==> src/idef_pkg.sv <==
`timescale 1ns / 1ps
// ----------------------------------------------------------------------------
// idef_pkg
// Shared types, register indexes and mode codes of the edge filter.
// ----------------------------------------------------------------------------
package idef_pkg;

  localparam int CFG_W = 13;
  localparam int IDX_W = 3;

  localparam logic [IDX_W-1:0] REG_MODE       = 3'd0;
  localparam logic [IDX_W-1:0] REG_COLOUR     = 3'd1;
  localparam logic [IDX_W-1:0] REG_LINE_BYTES = 3'd2;
  localparam logic [IDX_W-1:0] REG_ROWS       = 3'd3;

  localparam logic [2:0] MODE_VERT  = 3'd0;
  localparam logic [2:0] MODE_HORIZ = 3'd1;
  localparam logic [2:0] MODE_MAG   = 3'd2;
  localparam logic [2:0] MODE_CROSS = 3'd3;

  localparam logic ACT_PIXEL = 1'b0;
  localparam logic ACT_DRAIN = 1'b1;

  localparam logic [7:0] SAT_MAX = 8'd255;

  typedef struct packed {
    logic       action;
    logic [7:0] pixel;
  } in_beat_t;

  typedef struct packed {
    logic [7:0] edge_res;
    logic       last;
  } out_beat_t;

  typedef struct packed {
    logic [IDX_W-1:0] index;
    logic [CFG_W-1:0] value;
  } cfg_beat_t;

  function automatic logic [7:0] absdiff(input logic [7:0] a, input logic [7:0] b);
    return (a > b) ? (a - b) : (b - a);
  endfunction

endpackage

==> src/idef_sqrt.sv <==
`timescale 1ns / 1ps
// ----------------------------------------------------------------------------
// idef_sqrt
// Bit-serial integer square root, one result bit per cycle, saturated at 255.
// ----------------------------------------------------------------------------
module idef_sqrt import idef_pkg::*; (
  input  logic        clk,
  input  logic        rst_n,
  input  logic        start,
  input  logic [16:0] val,
  output logic        done,
  output logic [7:0]  root
);

  logic        run_r;
  logic        done_r;
  logic        big_r;
  logic [15:0] v_r;
  logic [7:0]  r_r;
  logic [2:0]  idx_r;
  logic [7:0]  trial;
  logic [15:0] sq;

  assign trial = r_r | (8'd1 << idx_r);
  assign sq    = 16'(trial) * 16'(trial);

  always_ff @(posedge clk) begin
    if (!rst_n) begin
      run_r  <= 1'b0;
      done_r <= 1'b0;
    end else begin
      done_r <= 1'b0;
      if (start) begin
        run_r <= 1'b1;
        v_r   <= val[15:0];
        big_r <= val[16];
        r_r   <= '0;
        idx_r <= 3'd7;
      end else if (run_r) begin
        if (sq <= v_r) begin
          r_r <= trial;
        end
        if (idx_r == 3'd0) begin
          run_r  <= 1'b0;
          done_r <= 1'b1;
        end else begin
          idx_r <= idx_r - 3'd1;
        end
      end
    end
  end

  assign done = done_r;
  assign root = big_r ? SAT_MAX : r_r;

endmodule

==> config.mk <==
export PLATFORM = sky130hd
export DESIGN_NAME = idef_sqrt
export DESIGN_NICKNAME = d
export VERILOG_FILES = /design/src/idef_pkg.sv /design/src/idef_sqrt.sv
export SDC_FILE = /design/constraint.sdc
export NUM_CORES = 1
export LEC_CHECK = 0
export BUFFER_PORTS_ARGS = -buffer_cell sky130_fd_sc_hd__buf_2
export CORE_MARGIN = 4
export CORE_UTILIZATION = 30
export CTS_CLUSTER_SIZE = 40
export DETAILED_ROUTE_END_ITERATION = 10
export SYNTH_ARGS = -nofsm -noshare
export SYNTH_HDL_FRONTEND = slang
export SYNTH_SLANG_ARGS = --single-unit
==> constraint.sdc <==
create_clock -name clk -period 8.85 [get_ports clk]
set_input_delay 0.4425 -clock clk [delete_from_list [all_inputs] [get_ports clk]]
set_output_delay 0.4425 -clock clk [all_outputs]
set_load 0.01 [all_outputs]
Yosys cells after proc, flatten, opt, wreduce, memory -nomap -nowiden --
Index checks and enable logic that the tools add are counted.
Word-level totals: flip-flop bits (word level) 30, output and inout bits 9, logic and storage cells 30
Operators by class: $add $sub $neg 1, multipliers 1, order comparisons 1, equality and inequality tests 1, shift-type cells 1, muxes and demuxes 9, bitwise gates (word level) 3, reductions and logical operators 7
Operators with widths (number):
- 8-bit 2-to-1 mux | 3
- 16-bit <= comparator | 1
- 8-bit by 8-bit multiplier with 16-bit output | 1
- 8-bit OR | 1
- 1-bit by 3-bit << shifter with 8-bit output (first input constant) | 1
- 3-bit 2-to-1 mux | 2
- 3-bit AND reduction | 2
- 1-bit 2-to-1 mux | 4
- 2-bit nonzero test | 2
- 3-bit zero test | 1
- 3-bit OR reduction | 1
- 3-bit by 1-bit subtractor with 3-bit output (second input constant) | 1
- 2-bit inequality test (second input constant) | 1
- 1-bit NOT | 2
- 2-bit AND reduction | 1

Longest topological paths before layout --
word-level depth 6, mapped depth 25, depth with buffers taken out 24

Worst setup path before layout --
Ideal clock, no wire load.
path kind register to register, start register idx_r[0], end register r_r[0] (enable), arrival time 5.328 ns, required time 8.523 ns, path slack 3.195 ns, cell stages (with the launch flop) 24, path buffers 1, clock period less this slack 5.655 ns, cells stage by stage edfxtp_1 inv_1 ha_1 a21oi_1 nand2b_1 fa_1 inv_1 fa_1 fa_1 inv_1 fa_1 inv_1 ha_1 buf_2 or3_1 o21ai_0 a21oi_1 xor2_1 ha_1 nand2_1 nor3_1 o21ai_0 nand4_1 nand3b_1
On the way: cells in the longest elaborated chain, start to end 6
Ends and longest elaborated chain:
- from (decl) | RTL line idef_sqrt.sv:20 | logic [2:0] idx_r;
- from (signal assigned) | RTL line idef_sqrt.sv:47 | idx_r <= idx_r - 3'd1;
- 1-bit by 3-bit << shifter with 8-bit output | RTL line idef_sqrt.sv:24 | assign trial = r_r | (8'd1 << idx_r);
- 8-bit OR | RTL line idef_sqrt.sv:24
- 8-bit by 8-bit multiplier with 16-bit output | RTL line idef_sqrt.sv:25 | assign sq = 16'(trial) * 16'(trial);
- 16-bit <= comparator | RTL line idef_sqrt.sv:40 | if (sq <= v_r) begin
- 2-bit nonzero test (no source line)
- 3-bit AND reduction (no source line)
- to (signal assigned) | RTL line idef_sqrt.sv:41 | r_r <= trial;
- to (decl) | RTL line idef_sqrt.sv:19 | logic [7:0] r_r;
Every way passes these cells. A chain may end at the register's enable or synchronous reset.

Worst setup path in the final report --
start register idx_r[0], end register r_r[7] (enable)
The elaborated chain is that of the path after synthesis.

==> out/summary.txt <==
outcome = complete, no violations
CTS resizes = 0
I/O Pins = 29
1st-pass router iterations = 4
GRT met3 Usage = 2.14%
Final Max Tran Viols = 0
Top Usage Layer GRT = met2
FP Rows = 38
number of clock sinks = 30
synth warn = 0
clk_skew = 11.9 ps
max-cap check violation count = 0
pre-CTS setup slack = 2340 ps
DR vias/cell = 4.57
max_slew headroom = 43.8%
Cell Area, Synth = 3300 um^2
simple logic cell fraction of the synthesized area = 16.8%
Cell variety after synth = 50
most common cell after layout, fill and taps aside = inv_1
clk_lat worst skew = 290 ps
Syn Inst Count = 349
compound-cell area share of the yosys netlist = 11.5%
CTS tree = yes
worst stage delay on the critical path = 650 ps
share of post-route cells with drive strength above 1 = 16.7%
Iter 0 DRT Violations = 77
Net Count, Synth = 441
setup tns final = 0 ps
Seq/Total Area, Yosys = 26.7%
final net count = 468
WL/cell = 11.8 um
reg2reg start = idx_r[0]
adder-cell area share of the yosys netlist = 33.0%
grt ovf = 0
XOR/XNOR share of the synthesized area = 3.45%
H-tree levels = 2
Root Buffer = clkbuf_8
post-synthesis mux area share = 0%
Final period util = 73.6%
initial antenna violation count = 0
Die Y = 113 um
Post-CTS Repair Setup Buffers = 0
setup violators final = 0
Hold Fails Final Rpt = 0
routability congestion estimate = 0.806
Die X = 113 um
Filler Cells Inserted = 1120
CP required = 8770 ps
Initial Util = 30.6%
Port Buf Inserts = 28
DR vias = 2361
# hold bufs at CTS = 0
startpoint types = flop
total track usage = 10.1%
ANT nets after route = 0
Max FO, Critical Path = 9
Tmin final = 6510 ps
Max Clk Rate = 0.154 GHz
worst slew pin tran = 843 ps
worst min path class = input pin to flop
worst hold stages = 1
largest net degree at the start of global routing = 19
crit path launch = idx_r[0]
# diodes = 0
critical path arrival = 6430 ps
Hold Path Sink = v_r[1]
Clock Path Buffers = 2
RSZ-0062 raised after global routing = false
critical path's slowest cell = a21oi_1
worst-path cell chain = inv_1, ha_1, a21oi_1, nand2b_1, fa_1, inv_1, fa_1, fa_1, inv_1, fa_1, inv_1, ha_1, or3_1, o21ai_0, a21oi_1, xor2_1, ha_1, nand2_1, nor3_1, o21ai_0, nand4_1, nand3b_1
Syn Area/Cell = 9.46 um^2
critical path class = flop to flop
Seq cells post-synth = 30
met1 Use GR = 13.4%
DP HPWL = 5.15 mm
first-pass GRT wire length = 10.6 mm
# DRC = 0
core area = 10800 um^2
M2 GR Usage = 16.7%
hold_sp = val[1]
Crit Reg-Reg Endpoint = r_r[7]
final setup margin = 2340 ps
synthesis-to-finish area growth = 11.2%
final WL = 6.10 mm
R2R cell count = 22
full die area = 12700 um^2
clk slew on worst S/H paths = 70 ps
worst reg-to-reg setup slack = 2340 ps
Num CTS Buffers = 5
largest family of logic cells by synthesized area = adder cells
CP Capture Type = flop
commonest cells after routing, fill and taps aside = inv_1, ha_1, nor2_1
vias in the first global route = 2328
-- flip-flops by register name, summed over array words and instances (netlist names) --
register and count:
v_r 16, r_r 8, idx_r 3, big_r 1, done 1, run_r 1
-- Yosys cell counts (all sizes together) --
cell type / count / share of area, %
nor4: 2 / 0.38
clkbuf: 1 / 0.11
nand2b: 8 / 1.5
and2: 2 / 0.38
o21a: 1 / 0.23
a221oi: 1 / 0.27
xor2: 4 / 1.1
nor2b: 8 / 1.7
buf: 7 / 1.1
nand2: 16 / 1.8
o21ai: 12 / 2.3
nor3: 6 / 1.1
inv: 63 / 7.2
or2: 11 / 2.1
and4: 1 / 0.34
nor3b: 1 / 0.23
o22ai: 1 / 0.19
and4b: 1 / 0.30
ha: 47 / 18
a211o: 2 / 0.53
or3: 1 / 0.19
or4: 1 / 0.23
edfxtp: 28 / 25
dfxtp: 2 / 1.2
o211a: 2 / 0.61
o211ai: 3 / 0.83
nand4: 4 / 0.76
xnor2: 9 / 2.4
fa: 25 / 15
o31a: 1 / 0.53
a21oi: 28 / 5.3
a41oi: 1 / 0.27
o41ai: 1 / 0.27
nand4bb: 1 / 0.34
nor2: 38 / 4.4
a21o: 1 / 0.23
nand3: 5 / 0.76
conb: 2 / 0.23
nand3b: 1 / 0.23
-- routing by layer --
| layer | vias up | wire length (um) |
|---|---|---|
| met1 | 1113 | 2890 |
| met4 | 0 | 70 |
| met2 | 35 | 2900 |
| met5 | - | 0 |
| met3 | 7 | 242 |
| li1 | 1206 | - |
-- cells by family after synthesis --
| family | Yosys count |
|---|---|
| AO/OA/AOI/OAI | 54 |
| XOR/XNOR | 13 |
| adder cells (fa/ha/maj) | 72 |
| buffers and inverters | 71 |
| flip-flops | 30 |
| other | 2 |
| AND/OR/NAND/NOR | 107 |
-- metrics by stage --
stage,std cells,utilization (%),cell area (um^2),hold slack [ps]
2_1_floorplan,349,-,3300,467
3_3_place_gp,509,33.1,3570,515
3_5_place_dp,509,33.1,3570,527
4_1_cts,517,34.0,3670,312
5_1_grt,517,34.0,3670,310
6_report,517,34.0,3670,320
-- worst max path at each step --
stage                     slack (ps)      to  depth (start not counted)
after detailed placement        2340  r_r[5]                         22
after global routing            1880  r_r[7]                         21
after CTS                       2300  r_r[5]                         22
after floorplan                 3200  r_r[0]                         23
after global placement          2480  r_r[7]                         22
final                           2340  r_r[7]                         22
-- final cells by class --
| class | count | area [um^2] | area share, % |
|---|---|---|---|
| timing repair buffer | 28 | 140 | 3.82 |
| tap | 140 | 175 | 4.77 |
| clock buffer | 6 | 82.6 | 2.25 |
| sequential | 30 | 881 | 24.0 |
| multi-input combinational | 248 | 2140 | 58.4 |
| inverter | 63 | 236 | 6.44 |
| clock inverter | 2 | 12.5 | 0.341 |
-- critical path, delay by kind of cell (launching register included) --
| kind | cells | cell delay (ps) |
|---|---|---|
| XOR/XNOR | 1 | 150 |
| flip-flops | 1 | 400 |
| buffers and inverters | 4 | 330 |
| AND/OR/NAND/NOR | 6 | 1380 |
| AO/OA/AOI/OAI | 4 | 940 |
| adder cells (fa/ha/maj) | 7 | 2940 |
Power is not shown: default switching activity piles up to over one toggle a cycle in this logic, so the estimate is an artifact.
